[src/hw/rtl/twcs_pkg.sv]
`timescale 1ns / 1ps
// ---------------------------------------------------------------------------
// twcs_pkg
// Shared types and constants for the textured wall column span core.
// ---------------------------------------------------------------------------
package twcs_pkg;

  localparam int SCREEN_H  = 64;
  localparam int TEX_SIZE  = 64;
  localparam int HALF_H    = SCREEN_H / 2;
  localparam int ROW_W     = $clog2(SCREEN_H + 1);
  localparam int TEX_W     = $clog2(TEX_SIZE);
  localparam int LH_W      = 16;
  localparam int NUM_MAX   = (SCREEN_H > TEX_SIZE) ? SCREEN_H : TEX_SIZE;
  localparam int DVD_W     = $clog2(NUM_MAX) + 17;
  localparam int DVS_W     = 24;
  localparam int QDEPTH    = 2;

  typedef struct packed {
    logic [9:0]         column;
    logic               hit_side;
    logic [23:0]        wall_distance;
    logic [23:0]        player_x;
    logic [23:0]        player_y;
    logic signed [19:0] ray_dx;
    logic signed [19:0] ray_dy;
  } in_item_t;

  typedef struct packed {
    logic [9:0] out_column;
    logic [5:0] row;
    logic [5:0] texel_u;
    logic [5:0] texel_v;
    logic [1:0] face;
    logic       write_enable;
    logic       last_pixel;
  } out_item_t;

  // One column's drawing job, handed from the front to the back.
  typedef struct packed {
    logic [9:0]       column;
    logic [TEX_W-1:0] texel_u;
    logic [1:0]       face;
    logic             face_valid;
    logic [ROW_W-1:0] start_row;
    logic [ROW_W-1:0] stop_row;
    logic [31:0]      tex_step;
    logic [31:0]      tex_position;
  } span_desc_t;

  typedef struct packed {
    logic full;
    logic empty;
  } queue_stat_t;

  typedef enum logic [2:0] {
    F_IDLE,
    F_DIV_LH,
    F_DIV_STEP,
    F_POS,
    F_PUSH
  } front_state_t;

endpackage

[src/hw/rtl/textured_wall_column_span_core.sv]
`timescale 1ns / 1ps
// ---------------------------------------------------------------------------
// textured_wall_column_span_core
// Turns one ray hit per screen column into a run of textured wall pixels.
// ---------------------------------------------------------------------------
// Each input word is the ray hit of one screen column. The core divides the
// screen height by the perpendicular distance to get the slice height (a zero
// distance or an oversized quotient saturates to 65535), clips the slice to
// the screen, picks one of four face textures from the hit side and the sign
// of the ray direction, and finds the texture column from the fraction of the
// wall hit, mirrored on faces 0 and 3. It then sends one output word per drawn
// row, top to bottom, with the texture row stepped in Q16.16, and marks the
// final row with last_pixel. A slice of height 0 or 1 draws nothing and gives
// no output word. Only one column is in the front end at a time: it runs the
// one-bit-per-cycle divider twice (slice height, then texture step), then a
// multiply and a queue push, and takes no new word until the push is done.
// The back end picks up a job from the queue and then sends one row per cycle
// while the output is not stalled. A two-entry job queue between the two lets
// the next column's arithmetic run while the current one is drawn.
// ---------------------------------------------------------------------------
module textured_wall_column_span_core (
  input  logic                 clk,
  input  logic                 rst_n,
  input  logic                 in_valid,
  output logic                 in_stall,
  input  twcs_pkg::in_item_t   in_data,
  output logic                 out_valid,
  input  logic                 out_stall,
  output twcs_pkg::out_item_t  out_data
);
  import twcs_pkg::*;

  queue_stat_t q_stat;
  span_desc_t  push_desc;
  span_desc_t  pop_desc;
  logic        q_push;
  logic        q_pop;

  // Front end: acceptance, division, span and face classification.
  twcs_front u_front (
    .clk      (clk),
    .rst_n    (rst_n),
    .in_valid (in_valid),
    .in_stall (in_stall),
    .in_data  (in_data),
    .q_stat   (q_stat),
    .q_push   (q_push),
    .q_desc   (push_desc)
  );

  // Job queue: decouples the arithmetic from the pixel stream.
  twcs_queue u_queue (
    .clk       (clk),
    .rst_n     (rst_n),
    .push      (q_push),
    .push_desc (push_desc),
    .pop       (q_pop),
    .pop_desc  (pop_desc),
    .stat      (q_stat)
  );

  // Back end: row walker with a registered output word.
  twcs_back u_back (
    .clk       (clk),
    .rst_n     (rst_n),
    .q_stat    (q_stat),
    .q_desc    (pop_desc),
    .q_pop     (q_pop),
    .out_valid (out_valid),
    .out_stall (out_stall),
    .out_data  (out_data)
  );

`ifndef SYNTHESIS
  // The front end must never write into a full queue.
  assert property (@(posedge clk) disable iff (!rst_n) !(q_push && q_stat.full))
    else $error("span queue overflow");

  // The back end must never take a job from an empty queue.
  assert property (@(posedge clk) disable iff (!rst_n) !(q_pop && q_stat.empty))
    else $error("span queue underflow");

  // Every queued job has at least one row to draw.
  assert property (@(posedge clk) disable iff (!rst_n)
                   q_push |-> (push_desc.start_row < push_desc.stop_row))
    else $error("empty span queued");
`endif

endmodule

[src/hw/rtl/twcs_div.sv]
`timescale 1ns / 1ps
// ---------------------------------------------------------------------------
// twcs_div
// Restoring divider, one quotient bit per cycle.
// ---------------------------------------------------------------------------
module twcs_div (
  input  logic                        clk,
  input  logic                        rst_n,
  input  logic                        start,
  input  logic [twcs_pkg::DVD_W-1:0]  dividend,
  input  logic [twcs_pkg::DVS_W-1:0]  divisor,
  output logic                        done,
  output logic [twcs_pkg::DVD_W-1:0]  quotient
);
  import twcs_pkg::*;

  localparam int CNT_W = $clog2(DVD_W);
  localparam logic [CNT_W-1:0] LAST = CNT_W'(DVD_W - 1);

  logic             busy_r;
  logic             done_r;
  logic [CNT_W-1:0] cnt_r;
  logic [DVS_W-1:0] rem_r;
  logic [DVS_W-1:0] dvs_r;
  logic [DVD_W-1:0] work_r;

  logic [DVS_W:0]   trial;
  logic             ge;
  logic [DVS_W:0]   diff;

  always_comb begin
    trial = {rem_r, work_r[DVD_W-1]};
    ge    = trial >= {1'b0, dvs_r};
    diff  = trial - {1'b0, dvs_r};
  end

  always_ff @(posedge clk) begin
    if (!rst_n) begin
      busy_r <= 1'b0;
      done_r <= 1'b0;
      cnt_r  <= '0;
    end else begin
      done_r <= busy_r && (cnt_r == LAST);
      if (start) begin
        busy_r <= 1'b1;
        cnt_r  <= '0;
      end else if (busy_r) begin
        cnt_r <= cnt_r + 1'b1;
        if (cnt_r == LAST) begin
          busy_r <= 1'b0;
        end
      end
    end
  end

  always_ff @(posedge clk) begin
    if (start) begin
      rem_r  <= '0;
      dvs_r  <= divisor;
      work_r <= dividend;
    end else if (busy_r) begin
      rem_r  <= ge ? diff[DVS_W-1:0] : trial[DVS_W-1:0];
      work_r <= {work_r[DVD_W-2:0], ge};
    end
  end

  assign done     = done_r;
  assign quotient = work_r;

endmodule

[src/hw/rtl/twcs_front.sv]
`timescale 1ns / 1ps
// ---------------------------------------------------------------------------
// twcs_front
// Accepts ray hits, works out span, texture step, start position and face.
// ---------------------------------------------------------------------------
module twcs_front (
  input  logic                   clk,
  input  logic                   rst_n,
  input  logic                   in_valid,
  output logic                   in_stall,
  input  twcs_pkg::in_item_t     in_data,
  input  twcs_pkg::queue_stat_t  q_stat,
  output logic                   q_push,
  output twcs_pkg::span_desc_t   q_desc
);
  import twcs_pkg::*;

  front_state_t     state_r, state_nxt;
  in_item_t         item_r;
  logic [31:0]      prod_r;
  logic [LH_W-1:0]  lh_r;
  logic [ROW_W-1:0] start_r;
  logic [ROW_W-1:0] stop_r;
  logic [31:0]      step_r;
  logic [31:0]      pos_r;

  logic             div_start;
  logic [DVD_W-1:0] div_dividend;
  logic [DVS_W-1:0] div_divisor;
  logic             div_done;
  logic [DVD_W-1:0] div_quot;

  logic [LH_W-1:0]  lh_sat;
  logic [LH_W-2:0]  half;
  logic             clip;
  logic [ROW_W-1:0] start_c;
  logic [ROW_W-1:0] stop_c;
  logic             span_empty;
  logic [LH_W-2:0]  half_r;
  logic [LH_W-2:0]  offset;
  logic [LH_W+30:0] pos_prod;
  logic signed [19:0] dir;
  logic signed [44:0] hit_prod;
  logic [15:0]      frac;
  logic [TEX_W-1:0] u_raw;
  logic             mirror;
  logic             dx_pos, dx_neg, dy_pos, dy_neg;

  twcs_div u_div (
    .clk      (clk),
    .rst_n    (rst_n),
    .start    (div_start),
    .dividend (div_dividend),
    .divisor  (div_divisor),
    .done     (div_done),
    .quotient (div_quot)
  );

  // Height saturation and span clipping.
  always_comb begin
    lh_sat     = (|div_quot[DVD_W-1:LH_W]) ? {LH_W{1'b1}} : div_quot[LH_W-1:0];
    half       = lh_sat[LH_W-1:1];
    clip       = half >= (LH_W-1)'(HALF_H);
    start_c    = clip ? '0 : ROW_W'((LH_W-1)'(HALF_H) - half);
    stop_c     = clip ? ROW_W'(SCREEN_H) : ROW_W'(half + (LH_W-1)'(HALF_H));
    span_empty = (half == '0);
  end

  // Texture row offset of the first drawn row.
  always_comb begin
    half_r   = lh_r[LH_W-1:1];
    offset   = (half_r > (LH_W-1)'(HALF_H)) ? half_r - (LH_W-1)'(HALF_H) : '0;
    pos_prod = offset * step_r;
  end

  // Wall hit position along the face.
  always_comb begin
    dir      = item_r.hit_side ? item_r.ray_dx : item_r.ray_dy;
    hit_prod = $signed({1'b0, item_r.wall_distance}) * dir;
    dx_pos   = !item_r.ray_dx[19] && (|item_r.ray_dx);
    dx_neg   = item_r.ray_dx[19];
    dy_pos   = !item_r.ray_dy[19] && (|item_r.ray_dy);
    dy_neg   = item_r.ray_dy[19];
    frac     = (item_r.hit_side ? item_r.player_x[15:0] : item_r.player_y[15:0])
               + prod_r[31:16];
    u_raw    = frac[15 -: TEX_W];
    mirror   = (!item_r.hit_side && dx_pos) || (item_r.hit_side && dy_neg);
  end

  always_comb begin
    state_nxt = state_r;
    unique case (state_r)
      F_IDLE:     if (in_valid) state_nxt = F_DIV_LH;
      F_DIV_LH:   if (div_done) state_nxt = span_empty ? F_IDLE : F_DIV_STEP;
      F_DIV_STEP: if (div_done) state_nxt = F_POS;
      F_POS:      state_nxt = F_PUSH;
      F_PUSH:     if (!q_stat.full) state_nxt = F_IDLE;
      default:    state_nxt = F_IDLE;
    endcase
  end

  always_comb begin
    in_stall     = (state_r != F_IDLE);
    div_start    = ((state_r == F_IDLE) && in_valid)
                   || ((state_r == F_DIV_LH) && div_done && !span_empty);
    div_dividend = (state_r == F_IDLE) ? DVD_W'(SCREEN_H) << 16 : DVD_W'(TEX_SIZE) << 16;
    div_divisor  = (state_r == F_IDLE) ? in_data.wall_distance : DVS_W'(lh_sat);
    q_push       = (state_r == F_PUSH) && !q_stat.full;

    q_desc.column       = item_r.column;
    q_desc.texel_u      = mirror ? ~u_raw : u_raw;
    q_desc.start_row    = start_r;
    q_desc.stop_row     = stop_r;
    q_desc.tex_step     = step_r;
    q_desc.tex_position = pos_r;
    if (!item_r.hit_side) begin
      q_desc.face_valid = dx_pos || dx_neg;
      q_desc.face       = dx_neg ? 2'd1 : 2'd0;
    end else begin
      q_desc.face_valid = dy_pos || dy_neg;
      q_desc.face       = dy_neg ? 2'd3 : (dy_pos ? 2'd2 : 2'd0);
    end
  end

  always_ff @(posedge clk) begin
    if (!rst_n) begin
      state_r <= F_IDLE;
    end else begin
      state_r <= state_nxt;
    end
  end

  always_ff @(posedge clk) begin
    if ((state_r == F_IDLE) && in_valid) begin
      item_r <= in_data;
    end
    if (state_r == F_DIV_LH) begin
      prod_r <= hit_prod[31:0];
      if (div_done) begin
        lh_r    <= lh_sat;
        start_r <= start_c;
        stop_r  <= stop_c;
      end
    end
    if ((state_r == F_DIV_STEP) && div_done) begin
      step_r <= 32'(div_quot);
    end
    if (state_r == F_POS) begin
      pos_r <= pos_prod[31:0];
    end
  end

endmodule

[src/hw/rtl/twcs_queue.sv]
`timescale 1ns / 1ps
// ---------------------------------------------------------------------------
// twcs_queue
// Short queue of span jobs between the front and the back.
// ---------------------------------------------------------------------------
module twcs_queue (
  input  logic                   clk,
  input  logic                   rst_n,
  input  logic                   push,
  input  twcs_pkg::span_desc_t   push_desc,
  input  logic                   pop,
  output twcs_pkg::span_desc_t   pop_desc,
  output twcs_pkg::queue_stat_t  stat
);
  import twcs_pkg::*;

  localparam int PTR_W = (QDEPTH > 1) ? $clog2(QDEPTH) : 1;
  localparam int CNT_W = $clog2(QDEPTH + 1);

  span_desc_t       mem_r [QDEPTH];
  logic [PTR_W-1:0] wr_r;
  logic [PTR_W-1:0] rd_r;
  logic [CNT_W-1:0] cnt_r;

  always_ff @(posedge clk) begin
    if (!rst_n) begin
      wr_r  <= '0;
      rd_r  <= '0;
      cnt_r <= '0;
    end else begin
      if (push) begin
        wr_r <= (wr_r == PTR_W'(QDEPTH - 1)) ? '0 : wr_r + 1'b1;
      end
      if (pop) begin
        rd_r <= (rd_r == PTR_W'(QDEPTH - 1)) ? '0 : rd_r + 1'b1;
      end
      if (push && !pop) begin
        cnt_r <= cnt_r + 1'b1;
      end else if (pop && !push) begin
        cnt_r <= cnt_r - 1'b1;
      end
    end
  end

  always_ff @(posedge clk) begin
    if (push) begin
      mem_r[wr_r] <= push_desc;
    end
  end

  assign pop_desc   = mem_r[rd_r];
  assign stat.full  = (cnt_r == CNT_W'(QDEPTH));
  assign stat.empty = (cnt_r == '0);

endmodule

[src/hw/rtl/twcs_back.sv]
`timescale 1ns / 1ps
// ---------------------------------------------------------------------------
// twcs_back
// Walks one span job row by row and drives the registered output word.
// ---------------------------------------------------------------------------
module twcs_back (
  input  logic                   clk,
  input  logic                   rst_n,
  input  twcs_pkg::queue_stat_t  q_stat,
  input  twcs_pkg::span_desc_t   q_desc,
  output logic                   q_pop,
  output logic                   out_valid,
  input  logic                   out_stall,
  output twcs_pkg::out_item_t    out_data
);
  import twcs_pkg::*;

  logic             busy_r;
  logic [ROW_W-1:0] row_r;
  logic [ROW_W-1:0] end_r;
  logic [31:0]      pos_r;
  logic [31:0]      step_r;
  logic [9:0]       col_r;
  logic [TEX_W-1:0] u_r;
  logic [1:0]       face_r;
  logic             we_r;
  logic             out_valid_r;
  out_item_t        out_data_r;

  logic             adv;
  logic             last;
  logic [ROW_W-1:0] row_inc;

  always_comb begin
    adv     = busy_r && (!out_valid_r || !out_stall);
    row_inc = row_r + 1'b1;
    last    = (row_inc == end_r);
    q_pop   = !busy_r && !q_stat.empty;
  end

  always_ff @(posedge clk) begin
    if (!rst_n) begin
      busy_r      <= 1'b0;
      out_valid_r <= 1'b0;
    end else begin
      if (q_pop) begin
        busy_r <= 1'b1;
      end else if (adv && last) begin
        busy_r <= 1'b0;
      end
      if (adv) begin
        out_valid_r <= 1'b1;
      end else if (!out_stall) begin
        out_valid_r <= 1'b0;
      end
    end
  end

  always_ff @(posedge clk) begin
    if (q_pop) begin
      row_r  <= q_desc.start_row;
      end_r  <= q_desc.stop_row;
      pos_r  <= q_desc.tex_position;
      step_r <= q_desc.tex_step;
      col_r  <= q_desc.column;
      u_r    <= q_desc.texel_u;
      face_r <= q_desc.face;
      we_r   <= q_desc.face_valid;
    end else if (adv) begin
      row_r <= row_inc;
      pos_r <= pos_r + step_r;
    end
    if (adv) begin
      out_data_r.out_column   <= col_r;
      out_data_r.row          <= row_r[5:0];
      out_data_r.texel_u      <= 6'(u_r);
      out_data_r.texel_v      <= 6'(pos_r[16 +: TEX_W]);
      out_data_r.face         <= face_r;
      out_data_r.write_enable <= we_r;
      out_data_r.last_pixel   <= last;
    end
  end

  assign out_valid = out_valid_r;
  assign out_data  = out_data_r;

endmodule
[config.mk]
export PLATFORM = sky130hd
export DESIGN_NAME = textured_wall_column_span_core
export DESIGN_NICKNAME = d
export VERILOG_FILES = /design/src/hw/rtl/twcs_pkg.sv /design/src/hw/rtl/textured_wall_column_span_core.sv /design/src/hw/rtl/twcs_div.sv /design/src/hw/rtl/twcs_front.sv /design/src/hw/rtl/twcs_queue.sv /design/src/hw/rtl/twcs_back.sv
export SDC_FILE = /design/constraint.sdc
export NUM_CORES = 2
export LEC_CHECK = 0
export BUFFER_PORTS_ARGS = -buffer_cell sky130_fd_sc_hd__buf_2
export CELL_PAD_IN_SITES_DETAIL_PLACEMENT = 0
export CELL_PAD_IN_SITES_GLOBAL_PLACEMENT = 2
export CORE_MARGIN = 2
export CORE_UTILIZATION = 32
export CTS_BUF_LIST = sky130_fd_sc_hd__clkbuf_4
export DETAILED_ROUTE_END_ITERATION = 16
export GPL_ROUTABILITY_DRIVEN = 1
export MAX_ROUTING_LAYER = met4
export PLACE_DENSITY = 0.64
export SETUP_SLACK_MARGIN = 0.02
export SLEW_MARGIN = 20
export SYNTH_ARGS = -nofsm -noshare
export SYNTH_HDL_FRONTEND = slang
export SYNTH_HIERARCHICAL = 1
export SYNTH_SLANG_ARGS = --single-unit
[constraint.sdc]
create_clock -name clk -period 6.94 [get_ports clk]
set_input_delay 1.388 -clock clk [delete_from_list [all_inputs] [get_ports clk]]
set_output_delay 1.388 -clock clk [all_outputs]
set_load 0.02 [all_outputs]
==> impl_metrics.py <==
metrics = {
    "status": {
        "status": "finished with violations",
        "violations": "negative setup slack",
    },
    "die": {
        "rows": 133,
        "fp.dieW_um": 368.0,
        "ios": 161,
        "core-area_mm2": 0.1315,
        "initial_core_util_pct": 32.24,
        "die_h_um": 368.0,
        "dieArea_mm2": 0.1354,
    },
    "global_route": {
        "grt_max_degree": 71,
        "antenna_found_initial": 5,
        "grt_util_all_layers_pct": 17.01,
        "overflow": 0,
        "grt_pass1_wl_um": 171600,
        "grt_pass1_vias": 28990,
    },
    "sta": {
        "grt_setup_unrepaired": "true",
        "fmax_mhz": 142.7,
        "fin_crit_ns": 7.007,
        "drv_slew": 0,
        "hold_violations": 0,
        "fin_worst_skew_ns": 0.1055,
        "fin_tns_setup_ns": -0.1446,
        "worst_slack_ns": -0.06681,
        "final-setup-viol-count": 4,
        "worst_slew_pin_slew_ns": 1.061,
        "slew_headroom_pct": 28.98,
        "fin_crit_sh_pct": 101.0,
    },
    "detailed_routing": {
        "drc": 0,
        "wl_um": 109300,
        "m1WireLength_um": 53260,
        "route.top_layer_used": "met4",
        "route.met2.wl_um": 51020,
        "num_vias": 27130,
        "wl_per_cell_um": 18.29,
        "firstDrtPassIters": 5,
        "ant_nets": 0,
        "dr_wl_met3_um": 3648,
        "drt_iter0_markers": 1398,
        "vias_per_cell": 4.538,
    },
    "placement": {
        "portBuffers": 144,
        "hpwlAfterDp_um": 84540,
        "gp_congestion": 0.8199,
        "place_area_mm2": 0.04651,
    },
    "clock_tree": {
        "numCtsBuffers": 152,
        "htreeDepth": 4,
        "clockBufferDepth": 3,
        "clock-root-buffer": "clkbuf_4",
        "clk_pin_slew_worst_paths_ns": 0.06,
        "cts_tree": "done",
        "cts_sinks": 546,
        "clock_latency_ns": 1.08,
    },
    "setup_path": {
        "crit_arrival_ns": 7.75,
        "startpoint_type": "register",
        "crit_required_ns": 7.68,
        "endpoint_kind": "register",
        "r2r_start": "u_front/item_r[112]",
        "reg2reg_to": "u_front/prod_r[31]",
        "reg2reg_slack_ns": -0.07,
        "cp-endpoint": "u_front/prod_r[31]",
        "crit_fanout": 6,
        "cp-startpoint": "u_front/item_r[112]",
        "crit_type": "reg2reg",
        "r2r_cells": 25,
    },
    "job": {
        "timing.max_cap.violations": 0,
    },
    "worst_hold_path": {
        "hold_path_class": "reg2reg",
        "hp-start": "u_back/col_r[9]",
    },
    "yosys": {
        "netlist_area_mm2": 0.04239,
        "yosys_warnings": 6,
        "syn_area_per_cell_um2": 11.37,
        "synthCells": 3728,
    },
    "layout": {
        "fin_area_mm2": 0.04945,
        "syn_to_final_growth_pct": 16.66,
        "nNetsFinal": 4960,
        "drive_above_1_share_pct": 22.91,
    },
}
==> critical path: stages, from the launching register on <==
cell and delay [ns]:
edfxtp_1 0.43, buf_12 0.17, buf_6 0.12, mux2_4 0.26, nand2_2 0.07, fa_1 0.55, inv_2 0.04, fa_1 0.54
fa_1 0.43, fa_1 0.49, inv_1 0.05, fa_1 0.48, inv_1 0.05, fa_1 0.46, fa_2 0.60, ha_4 0.23
a211oi_4 0.26, nand2_1 0.10, o31ai_2 0.24, nand2_2 0.13, a21oi_4 0.18, buf_12 0.14, o211ai_4 0.08, a31o_4 0.26
a21oi_2 0.17, xnor2_2 0.15
==> placed cells by master (no fill, tap or decap), types with 84 or more instances in the layout <==
cell type  instances
nand2_1          403
a21oi_1           84
fa_1             473
ha_1             216
mux2_2           106
edfxtp_1         505
and2_1           201
nor2b_1          109
nor2_1           124
buf_4            191
inv_1            595
clkbuf_4         229
buf_2            144
==> registers in the layout (all words and copies together), names as in the netlist, 10 cells and up, named ones only <==
signal	cells
u_front/u_div/rem_r	24
u_front/u_div/dvs_r	24
u_back/pos_r	22
u_front/pos_r	22
u_front/step_r	22
u_back/col_r	10
u_front/u_div/quotient	23
u_queue/mem_r	154
u_back/out_data	32
u_front/lh_r	15
u_back/step_r	22
u_front/q_desc	10
u_front/item_r	95
u_front/prod_r	16
==> area by class of cell <==
type | count | area [um2]
fill | 13280 | 82010
multi-input combinational | 2405 | 24010
sequential | 546 | 15990
timing repair buffer | 390 | 2998
inverter | 607 | 2278
tap | 1755 | 2196
clock buffer | 229 | 1719
clock inverter | 40 | 239.0
antenna | 7 | 17.52
==> worst min path at each step <==
stage                     cells after the start  slack, ns                   to
after floorplan                               0       0.40  u_back/out_data[10]
after global placement                        0       0.40  u_back/out_data[15]
after detailed placement                      0       0.40  u_back/out_data[15]
after CTS                                     1       0.31   u_front/item_r[18]
after global routing                          1       0.36   u_front/item_r[18]
final                                         0       0.42  u_back/out_data[31]
==> per-layer routing <==
| metal | track usage, % | vias up |
|---|---|---|
| met2 | 26.53 | 442 |
| met5 | - | - |
| met4 | 3.501 | 0 |
| met3 | 2.454 | 103 |
| li1 | - | 12860 |
| met1 | 23.61 | 13730 |
==> stage by stage <==
step           hold WS, ns  cells  utilization [%]  worst slack (ns)
2_1_floorplan       0.4003   3749                -           0.05317
3_3_place_gp        0.4014   5677            35.35           -0.2794
3_5_place_dp        0.4045   5678            35.38           -0.3289
4_1_cts             0.3108   5956            37.23           -0.1145
5_1_grt             0.3556   5978            37.61           -0.2629
6_report            0.4194   5979            37.61          -0.06681
==> what timing repair did <==
| item | 4_1_cts | 5_1_grt |
|---|---|---|
| pin swaps | 53 | 63 |
| setup endpoints to repair | 14 | 21 |
| hold buffers | 0 | 0 |
| resized for setup | 98 | 87 |
| setup buffers | 14 | 20 |
Power is left out: the tool's default activity adds up to more than one toggle a clock period on the data nets, which glitch-free logic cannot reach.
